### config.mk
export PLATFORM = sky130hd
export DESIGN_NAME = ubx_frame_parser_flat
export DESIGN_NICKNAME = d
export VERILOG_FILES = /design/src/ufp_pkg.sv /design/src/ufp_byte_if.sv /design/src/ufp_result_if.sv /design/src/ufp_cfg_if.sv /design/src/ufp_frame_core.sv /design/src/ubx_frame_parser.sv /design/src/flat_wrapper.sv
export SDC_FILE = /design/constraint.sdc
export NUM_CORES = 1
export LEC_CHECK = 0
export BUFFER_PORTS_ARGS = -buffer_cell sky130_fd_sc_hd__buf_2
export CAP_MARGIN = 20
export CORE_MARGIN = 1.5
export CORE_UTILIZATION = 46
export CTS_CLUSTER_DIAMETER = 100
export DETAILED_ROUTE_END_ITERATION = 6
export PLACE_DENSITY = 0.68
export RECOVER_POWER = 100
export SLEW_MARGIN = 10
export SYNTH_ARGS = -nofsm -noshare
export SYNTH_HDL_FRONTEND = slang
export SYNTH_SLANG_ARGS = --single-unit
export TNS_END_PERCENT = 5
### constraint.sdc
create_clock -name clk -period 3.9 [get_ports clk]
set_input_delay 0.39 -clock clk [delete_from_list [all_inputs] [get_ports clk]]
set_output_delay 0.39 -clock clk [all_outputs]
set_load 0.005 [all_outputs]
### src/ufp_pkg.sv
// Package for the UBX frame parser: shared types, codes and reset values.
// Used by the channel interfaces, the frame core and the top level.
package ufp_pkg;

    localparam int BYTE_W      = 8;
    localparam int KIND_W      = 2;
    localparam int CFG_INDEX_W = 8;

    // Result kinds.
    localparam logic [KIND_W-1:0] KIND_PAYLOAD = 2'd0;
    localparam logic [KIND_W-1:0] KIND_PASS    = 2'd1;
    localparam logic [KIND_W-1:0] KIND_FAIL    = 2'd2;

    // Configuration register indexes.
    localparam logic [CFG_INDEX_W-1:0] CFG_SYNC_FIRST  = 8'd0;
    localparam logic [CFG_INDEX_W-1:0] CFG_SYNC_SECOND = 8'd1;
    localparam logic [CFG_INDEX_W-1:0] CFG_MSG_CLASS   = 8'd2;
    localparam logic [CFG_INDEX_W-1:0] CFG_MSG_IDENT   = 8'd3;

    // Reset values of the configuration registers.
    localparam logic [BYTE_W-1:0] SYNC_FIRST_RST  = 8'hB5;
    localparam logic [BYTE_W-1:0] SYNC_SECOND_RST = 8'h62;
    localparam logic [BYTE_W-1:0] MSG_CLASS_RST   = 8'h01;
    localparam logic [BYTE_W-1:0] MSG_IDENT_RST   = 8'h07;

    typedef struct packed {
        logic [BYTE_W-1:0] sync_first;
        logic [BYTE_W-1:0] sync_second;
        logic [BYTE_W-1:0] msg_class;
        logic [BYTE_W-1:0] msg_ident;
    } cfg_t;

    typedef struct packed {
        logic              valid;
        logic [KIND_W-1:0] kind;
        logic [BYTE_W-1:0] payload_byte;
        logic [BYTE_W-1:0] byte_index;
    } result_t;

endpackage

### src/ufp_byte_if.sv
// Byte channel interface carrying one received byte per transfer.
// Depends on ufp_pkg.
interface ufp_byte_if
    import ufp_pkg::*;
();
    logic              valid;
    logic              ready;
    logic [BYTE_W-1:0] rx_byte;

    modport source (output valid, output rx_byte, input ready);
    modport sink   (input valid, input rx_byte, output ready);
endinterface

### src/ufp_result_if.sv
// Result channel interface: payload bytes and frame check status.
// Depends on ufp_pkg.
interface ufp_result_if
    import ufp_pkg::*;
();
    logic              valid;
    logic              ready;
    logic [KIND_W-1:0] kind;
    logic [BYTE_W-1:0] payload_byte;
    logic [BYTE_W-1:0] byte_index;

    modport source (output valid, output kind, output payload_byte, output byte_index,
                    input ready);
    modport sink   (input valid, input kind, input payload_byte, input byte_index,
                    output ready);
endinterface

### src/ufp_cfg_if.sv
// Configuration write channel interface: register index and write data.
// Depends on ufp_pkg.
interface ufp_cfg_if
    import ufp_pkg::*;
();
    logic                   valid;
    logic                   ready;
    logic [CFG_INDEX_W-1:0] index;
    logic [BYTE_W-1:0]      data;

    modport source (output valid, output index, output data, input ready);
    modport sink   (input valid, input index, input data, output ready);
endinterface

### src/ufp_frame_core.sv
// Frame state machine and Fletcher checksum of the UBX frame parser.
// Depends on ufp_pkg; instantiated by ubx_frame_parser.
module ufp_frame_core
    import ufp_pkg::*;
(
    input  logic              clk,
    input  logic              rst_n,
    input  logic              step,
    input  logic [BYTE_W-1:0] rx_byte,
    input  cfg_t              cfg,
    output result_t           res
);

    typedef enum logic [2:0] {
        PH_HUNT,
        PH_SYNC2,
        PH_CLASS,
        PH_IDENT,
        PH_LENLO,
        PH_LENHI,
        PH_DATA,
        PH_CHECK
    } phase_t;

    phase_t            phase_reg, phase_next;
    logic [BYTE_W-1:0] len_reg, len_next;
    logic [BYTE_W-1:0] count_reg, count_next;
    logic [BYTE_W-1:0] sum_a_reg, sum_a_next;
    logic [BYTE_W-1:0] sum_b_reg, sum_b_next;
    logic [BYTE_W-1:0] check_a_reg, check_a_next;
    logic [BYTE_W-1:0] add_a;
    logic [BYTE_W-1:0] add_b;
    logic [BYTE_W-1:0] count_inc;

    // Fletcher step over the incoming byte.
    assign add_a     = sum_a_reg + rx_byte;
    assign add_b     = sum_b_reg + add_a;
    assign count_inc = count_reg + 8'd1;

    always_comb
    begin
        phase_next   = phase_reg;
        len_next     = len_reg;
        count_next   = count_reg;
        sum_a_next   = sum_a_reg;
        sum_b_next   = sum_b_reg;
        check_a_next = check_a_reg;
        res          = '0;
        case (phase_reg)
            PH_HUNT:
            begin
                phase_next = (rx_byte == cfg.sync_first) ? PH_SYNC2 : PH_HUNT;
            end
            PH_SYNC2:
            begin
                if (rx_byte == cfg.sync_second)
                begin
                    sum_a_next = '0;
                    sum_b_next = '0;
                    phase_next = PH_CLASS;
                end
                else
                begin
                    phase_next = PH_HUNT;
                end
            end
            PH_CLASS:
            begin
                if (rx_byte == cfg.msg_class)
                begin
                    sum_a_next = add_a;
                    sum_b_next = add_b;
                    phase_next = PH_IDENT;
                end
                else
                begin
                    phase_next = PH_HUNT;
                end
            end
            PH_IDENT:
            begin
                if (rx_byte == cfg.msg_ident)
                begin
                    sum_a_next = add_a;
                    sum_b_next = add_b;
                    phase_next = PH_LENLO;
                end
                else
                begin
                    phase_next = PH_HUNT;
                end
            end
            PH_LENLO:
            begin
                sum_a_next = add_a;
                sum_b_next = add_b;
                len_next   = rx_byte;
                phase_next = PH_LENHI;
            end
            PH_LENHI:
            begin
                sum_a_next = add_a;
                sum_b_next = add_b;
                count_next = '0;
                phase_next = (len_reg == '0) ? PH_CHECK : PH_DATA;
            end
            PH_DATA:
            begin
                sum_a_next       = add_a;
                sum_b_next       = add_b;
                res.valid        = step;
                res.kind         = KIND_PAYLOAD;
                res.payload_byte = rx_byte;
                res.byte_index   = count_reg;
                if (count_inc == len_reg)
                begin
                    count_next = '0;
                    phase_next = PH_CHECK;
                end
                else
                begin
                    count_next = count_inc;
                end
            end
            PH_CHECK:
            begin
                if (count_reg == '0)
                begin
                    check_a_next = rx_byte;
                    count_next   = 8'd1;
                end
                else
                begin
                    res.valid  = step;
                    res.kind   = (check_a_reg == sum_a_reg && rx_byte == sum_b_reg)
                                 ? KIND_PASS : KIND_FAIL;
                    count_next = '0;
                    phase_next = PH_HUNT;
                end
            end
            default:
            begin
                phase_next = PH_HUNT;
            end
        endcase
    end

    always_ff @(posedge clk or negedge rst_n)
    begin
        if (!rst_n)
        begin
            phase_reg   <= PH_HUNT;
            len_reg     <= '0;
            count_reg   <= '0;
            sum_a_reg   <= '0;
            sum_b_reg   <= '0;
            check_a_reg <= '0;
        end
        else if (step)
        begin
            phase_reg   <= phase_next;
            len_reg     <= len_next;
            count_reg   <= count_next;
            sum_a_reg   <= sum_a_next;
            sum_b_reg   <= sum_b_next;
            check_a_reg <= check_a_next;
        end
    end

`ifndef SYNTHESIS
    a_result_needs_step: assert property (@(posedge clk) disable iff (!rst_n)
        res.valid |-> step)
        else $error("result raised without a byte step");

    a_index_in_range: assert property (@(posedge clk) disable iff (!rst_n)
        (res.valid && res.kind == KIND_PAYLOAD) |-> (res.byte_index < len_reg))
        else $error("payload index not below payload length");

    a_status_ends_frame: assert property (@(posedge clk) disable iff (!rst_n)
        (step && res.valid && res.kind != KIND_PAYLOAD) |=> (phase_reg == PH_HUNT))
        else $error("parser did not return to hunting after status");
`endif

endmodule

### src/ubx_frame_parser.sv
// A byte is registered in the input register on its rx transfer; when it
// advances, its result, if any, is registered and offered on the result channel.
// Throughput: one byte per cycle; the input register and the result register
// both advance together, so rx stalls only while a result waits to be taken.
// Reset (rst_n low, asynchronous) returns the parser to hunting for the first
// sync byte, empties both registers and restores the default sync/class/id.
module ubx_frame_parser
    import ufp_pkg::*;
(
    input  logic   clk,
    input  logic   rst_n,
    ufp_byte_if.sink     rx,
    ufp_result_if.source result,
    ufp_cfg_if.sink      cfg
);

    // Configuration registers. The user must write them only while the
    // parser is idle, which is not enforced; writes are always ready and apply at once.
    cfg_t cfg_reg, cfg_next;

    // Input register: one received byte waiting to be parsed.
    logic              in_valid_reg, in_valid_next;
    logic [BYTE_W-1:0] in_byte_reg;

    // Result register: the output stage toward the consumer.
    logic              res_valid_reg, res_valid_next;
    logic [KIND_W-1:0] res_kind_reg;
    logic [BYTE_W-1:0] res_payload_reg;
    logic [BYTE_W-1:0] res_index_reg;

    result_t core_res;
    logic    advance;
    logic    rx_fire;

    // The parsed byte moves on when the result stage is free or drains in
    // the same cycle. A byte without a result still needs that slot free so
    // that results stay in order with their frame state.
    assign advance  = in_valid_reg && (!res_valid_reg || result.ready);
    assign rx.ready = !in_valid_reg || advance;
    assign rx_fire  = rx.valid && rx.ready;
    assign cfg.ready = 1'b1;

    ufp_frame_core u_core (
        .clk     (clk),
        .rst_n   (rst_n),
        .step    (advance),
        .rx_byte (in_byte_reg),
        .cfg     (cfg_reg),
        .res     (core_res)
    );

    always_comb
    begin
        cfg_next = cfg_reg;
        if (cfg.valid)
        begin
            case (cfg.index)
                CFG_SYNC_FIRST:  cfg_next.sync_first  = cfg.data;
                CFG_SYNC_SECOND: cfg_next.sync_second = cfg.data;
                CFG_MSG_CLASS:   cfg_next.msg_class   = cfg.data;
                CFG_MSG_IDENT:   cfg_next.msg_ident   = cfg.data;
                default:         cfg_next = cfg_reg;
            endcase
        end
    end

    always_comb
    begin
        if (rx_fire)
            in_valid_next = 1'b1;
        else if (advance)
            in_valid_next = 1'b0;
        else
            in_valid_next = in_valid_reg;

        if (advance)
            res_valid_next = core_res.valid;
        else if (result.ready)
            res_valid_next = 1'b0;
        else
            res_valid_next = res_valid_reg;
    end

    always_ff @(posedge clk or negedge rst_n)
    begin
        if (!rst_n)
        begin
            cfg_reg.sync_first  <= SYNC_FIRST_RST;
            cfg_reg.sync_second <= SYNC_SECOND_RST;
            cfg_reg.msg_class   <= MSG_CLASS_RST;
            cfg_reg.msg_ident   <= MSG_IDENT_RST;
            in_valid_reg        <= 1'b0;
            res_valid_reg       <= 1'b0;
        end
        else
        begin
            cfg_reg       <= cfg_next;
            in_valid_reg  <= in_valid_next;
            res_valid_reg <= res_valid_next;
        end
    end

    // Payload registers carry no reset; the valid flags guard them.
    always_ff @(posedge clk)
    begin
        if (rx_fire)
            in_byte_reg <= rx.rx_byte;
        if (advance && core_res.valid)
        begin
            res_kind_reg    <= core_res.kind;
            res_payload_reg <= core_res.payload_byte;
            res_index_reg   <= core_res.byte_index;
        end
    end

    assign result.valid        = res_valid_reg;
    assign result.kind         = res_kind_reg;
    assign result.payload_byte = res_payload_reg;
    assign result.byte_index   = res_index_reg;

`ifndef SYNTHESIS
    a_no_overwrite: assert property (@(posedge clk) disable iff (!rst_n)
        (res_valid_reg && !result.ready) |-> !advance)
        else $error("result register overwritten before transfer");

    a_rx_ready_when_empty: assert property (@(posedge clk) disable iff (!rst_n)
        !in_valid_reg |-> rx.ready)
        else $error("empty input register refused a byte");

    a_result_follows_step: assert property (@(posedge clk) disable iff (!rst_n)
        (!res_valid_reg && !$past(advance)) |-> !result.valid)
        else $error("result offered without a parsed byte");
`endif

endmodule
### src/flat_wrapper.sv
// flat-port wrapper written by rule: the top's interface ports become plain ports
module ubx_frame_parser_flat import ufp_pkg::*;
  (clk, rst_n, rx_valid, rx_rx_byte, rx_ready, result_valid, result_kind, result_payload_byte, result_byte_index, result_ready, cfg_valid, cfg_index, cfg_data, cfg_ready);
  ufp_byte_if rx_i ();
  ufp_result_if result_i ();
  ufp_cfg_if cfg_i ();
  input  logic clk;
  input  logic rst_n;
  input wire logic [$bits(rx_i.valid)-1:0] rx_valid;
  input wire logic [$bits(rx_i.rx_byte)-1:0] rx_rx_byte;
  output wire logic [$bits(rx_i.ready)-1:0] rx_ready;
  output wire logic [$bits(result_i.valid)-1:0] result_valid;
  output wire logic [$bits(result_i.kind)-1:0] result_kind;
  output wire logic [$bits(result_i.payload_byte)-1:0] result_payload_byte;
  output wire logic [$bits(result_i.byte_index)-1:0] result_byte_index;
  input wire logic [$bits(result_i.ready)-1:0] result_ready;
  input wire logic [$bits(cfg_i.valid)-1:0] cfg_valid;
  input wire logic [$bits(cfg_i.index)-1:0] cfg_index;
  input wire logic [$bits(cfg_i.data)-1:0] cfg_data;
  output wire logic [$bits(cfg_i.ready)-1:0] cfg_ready;
  assign rx_i.valid = rx_valid;
  assign rx_i.rx_byte = rx_rx_byte;
  assign rx_ready = rx_i.ready;
  assign result_valid = result_i.valid;
  assign result_kind = result_i.kind;
  assign result_payload_byte = result_i.payload_byte;
  assign result_byte_index = result_i.byte_index;
  assign result_i.ready = result_ready;
  assign cfg_i.valid = cfg_valid;
  assign cfg_i.index = cfg_index;
  assign cfg_i.data = cfg_data;
  assign cfg_ready = cfg_i.ready;
  ubx_frame_parser u_core (.clk(clk), .rst_n(rst_n), .rx(rx_i), .result(result_i), .cfg(cfg_i));
endmodule
==> results_dict.tcl <==
set metrics [dict create \
    vias_per_cell 5.60 \
    failed_checks "DRC, capacitance limit, slew limit" \
    vias 3727 \
    nets 565 \
    dieArea_um2 12600 \
    syn_nets 524 \
    grt_pass1_vias 3671 \
    finalSetupViolCount 0 \
    skew_ns 0.00816 \
    cts_tree "done" \
    synth_top_area_share_pct 29.5 \
    setup-tns-final_ns 0 \
    dpl.hpwl_mm 8.25 \
    synth_seq_cells 103 \
    placed_cells 648 \
    clk_pin_slew_ns 0.06 \
    switching_share_pct 23.6 \
    drc 5 \
    clock_latency_ns 0.35 \
    power_frac_comb_pct 7.4 \
    max-vdd-ir-drop_mv 0.302 \
    rsz0062_at_grt "false" \
    slew_viol_final 81 \
    ys_seq_area_share_pct 49.4 \
    drt_iter0_markers 177 \
    die_h_um 112 \
    yosys_most_used_dff "dfrtp_1" \
    total_power_mw 2.17 \
    critical_path.max_stage_delay_ns 0.47 \
    fillers 1051 \
    core_um2 11600 \
    synth_warnings 0 \
    final_cells 666 \
    yosys-top-cells-area "dfrtp_1, edfxtp_1, mux2_2, xnor2_1, dfstp_2" \
    antenna_found_initial 0 \
    chipWidth_um 112 \
    clockRootBuffer "clkbuf_16" \
    cts_max_level 3 \
    max_freq_mhz 308 \
    synthArstFlopShare_pct 74.8 \
    synth.most_common_cell "dfrtp_1" \
    slowest_stage "fa_1" \
    finalHoldViolCount 0 \
    routedWlPerCell_um 17.3 \
    clockBufferDepth 2 \
    io_buffers 48 \
    power_density_nw_per_um2 358 \
    yosysTopAreaCell "dfrtp_1" \
    syn_inst 477 \
    cp-end-kind "flip-flop" \
    final-seq-area_um2 2720 \
    clock_sinks 103 \
    multi_input_area_um2 2570 \
    grt-ovfl-total 0 \
    grt_pass1_wl_mm 19.0 \
    gp_congestion 0.918 \
    slew_headroom_pct -22.7 \
    switchingPower_mw 0.512 \
    grt_max_degree 78 \
    p_int_mw 1.66 \
    routed_wl_mm 11.5 \
    synth_common_cells "dfrtp_1, xnor2_1, mux2_2, nand2_1, edfxtp_1" \
    path_cells "ha_1 -> fa_1 -> a21o_1 -> a21oi_1 -> o21bai_1 -> a21oi_1 -> xnor2_1 -> ha_1 -> or3_1 -> o211ai_1 -> xnor2_1 -> nor4_2 -> a221o_1" \
    worstPathArrival_ns 3.48 \
    pwr-share-clk_pct 38.5 \
    hp-class "input port to flip-flop" \
    start_kind "flip-flop" \
    critPathBufInv 0 \
    cp.required_ns 4.13 \
    firstDrtPassIters 7 \
    fin_util_pct 52.3 \
    synth_edf_count 26 \
    pin_count 50 \
    num_antenna_cells 0 \
    power_frac_seq_pct 54.1 \
    area_growth_pct 9.83 \
    num_rows 39 \
    synth.distinct_cells 54 \
    p_leak_nw 2.71 \
    min_period_ns 3.25 \
    whs_ns 0.213 \
    cts_buffers 9 \
    start_util_pct 47.6 \
    period_share_pct 83.3 \
    drtAntennaViolNets 0 \
    syn_area_per_cell_um2 11.6 \
    tightestPinTransition_ns 1.81 \
    layout-drive-gt1-share_pct 22.2 \
    drv_cap 2 \
    crit_family "compound AO/OA/AOI/OAI gates" \
    grtUsageTotal_pct 19.4 \
    post_cts_resized 0 \
    status "finished, violations left" \
    largest_register_ff_count 32 \
    crit_type "flip-flop to flip-flop" \
    syn_area_um2 5510 \
    cp_max_fo 3 \
]
==> metrics by stage <==
| step | area, µm² | worst slack [ns] |
|---|---|---|
| after floorplan | 5510 | 0.904 |
| after global placement | 5830 | 0.772 |
| after detailed placement | 5830 | 0.703 |
| after CTS | 6100 | 0.671 |
| after global routing | 6050 | 0.345 |
| final | 6050 | 0.651 |
==> path summary, 6_finish.rpt <==
check                                                       start                                endpoint  slack (ns)  cells past startpoint
setup / recovery           u_core.u_core.sum_a_reg[0]$_DFFE_PN0P_  u_core.u_core.sum_b_reg[7]$_DFFE_PN0P_        0.65                     13
hold / removal                                      rx_rx_byte[5]         u_core.in_byte_reg[5]$_DFFE_PP_        0.21                      1
setup reg to reg           u_core.u_core.sum_a_reg[0]$_DFFE_PN0P_  u_core.u_core.sum_b_reg[7]$_DFFE_PN0P_        0.65                     13
hold reg to reg                    u_core.cfg_reg[11]$_DFFE_PN0P_          u_core.cfg_reg[11]$_DFFE_PN0P_        0.53                      1
max in group asynchronous                                   rst_n    u_core.u_core.len_reg[1]$_DFFE_PN0P_        1.27                      3
min in group asynchronous                                   rst_n  u_core.u_core.sum_b_reg[5]$_DFFE_PN0P_        0.60                      2
==> worst reg2reg max path: cells and delay by family (launching register included) <==
kind,cells,cell delay [ns]
AOI/OAI and AO/OA,6,1.11
adders and majority gates,3,0.94
DFF,1,0.40
and+or+nand+nor,2,0.40
xor gates and xnor gates,2,0.29
==> power groups by stage <==
stage	Clock [mW]	Sequential, mW	Combinational, mW
final	0.834	1.17	0.161
after global placement	0	1.19	0.160
after global routing	0.904	1.18	0.180
after floorplan	0	1.17	0.126
after CTS	0.864	1.17	0.165
after detailed placement	0	1.19	0.164
==> metal layers <==
metal	track usage, %	share of wire, %
met4	5.99	0.82
met1	27.0	47
met2	30.3	48
met3	4.59	4.0
met5	0	0
==> placed cells by master (no fill, tap or decap), types with 11 or more instances in the layout <==
master / synthesis / layout
a21oi_1: 11 / 11
and3_1: 17 / 17
buf_2: 10 / 37
clkbuf_1: 10 / 16
dfrtp_1: 65 / 65
dfstp_2: 12 / 12
edfxtp_1: 26 / 26
ha_1: 16 / 16
inv_1: 11 / 11
mux2_2: 48 / 48
nand2_1: 32 / 32
nand3_1: 12 / 12
nor2_1: 16 / 16
o21ai_0: 20 / 20
xnor2_1: 58 / 58
==> what timing repair did <==
| action | CTS | global route |
|---|---|---|
| hold buffers | 0 | 1 |
| endpoints found under the hold margin | 0 | 12 |
| buffers inserted | 0 | 0 |
==> area by class of cell <==
class	count	area share [%]
Clock inverter	4	0.496
Multi-Input combinational cell	338	42.5
Tap cell	143	2.96
Sequential cell	103	45.0
Timing Repair Buffer	55	4.42
Clock buffer	12	3.97
Inverter	11	0.682
==> kinds of logic (layout without fill, tap and decap cells) <==
kind of cell	Yosys count	in the layout	synth area share, %
buf+inv	36	82	3.22
flops	103	103	49.4
compound gates	73	73	9.29
other cells	1	1	0.0681
mux	49	49	9.99
simple gates	129	129	12.9
fa+ha+maj	18	18	4.36
xor+xnor	68	68	10.8
(Power assumes the default switching activity.)
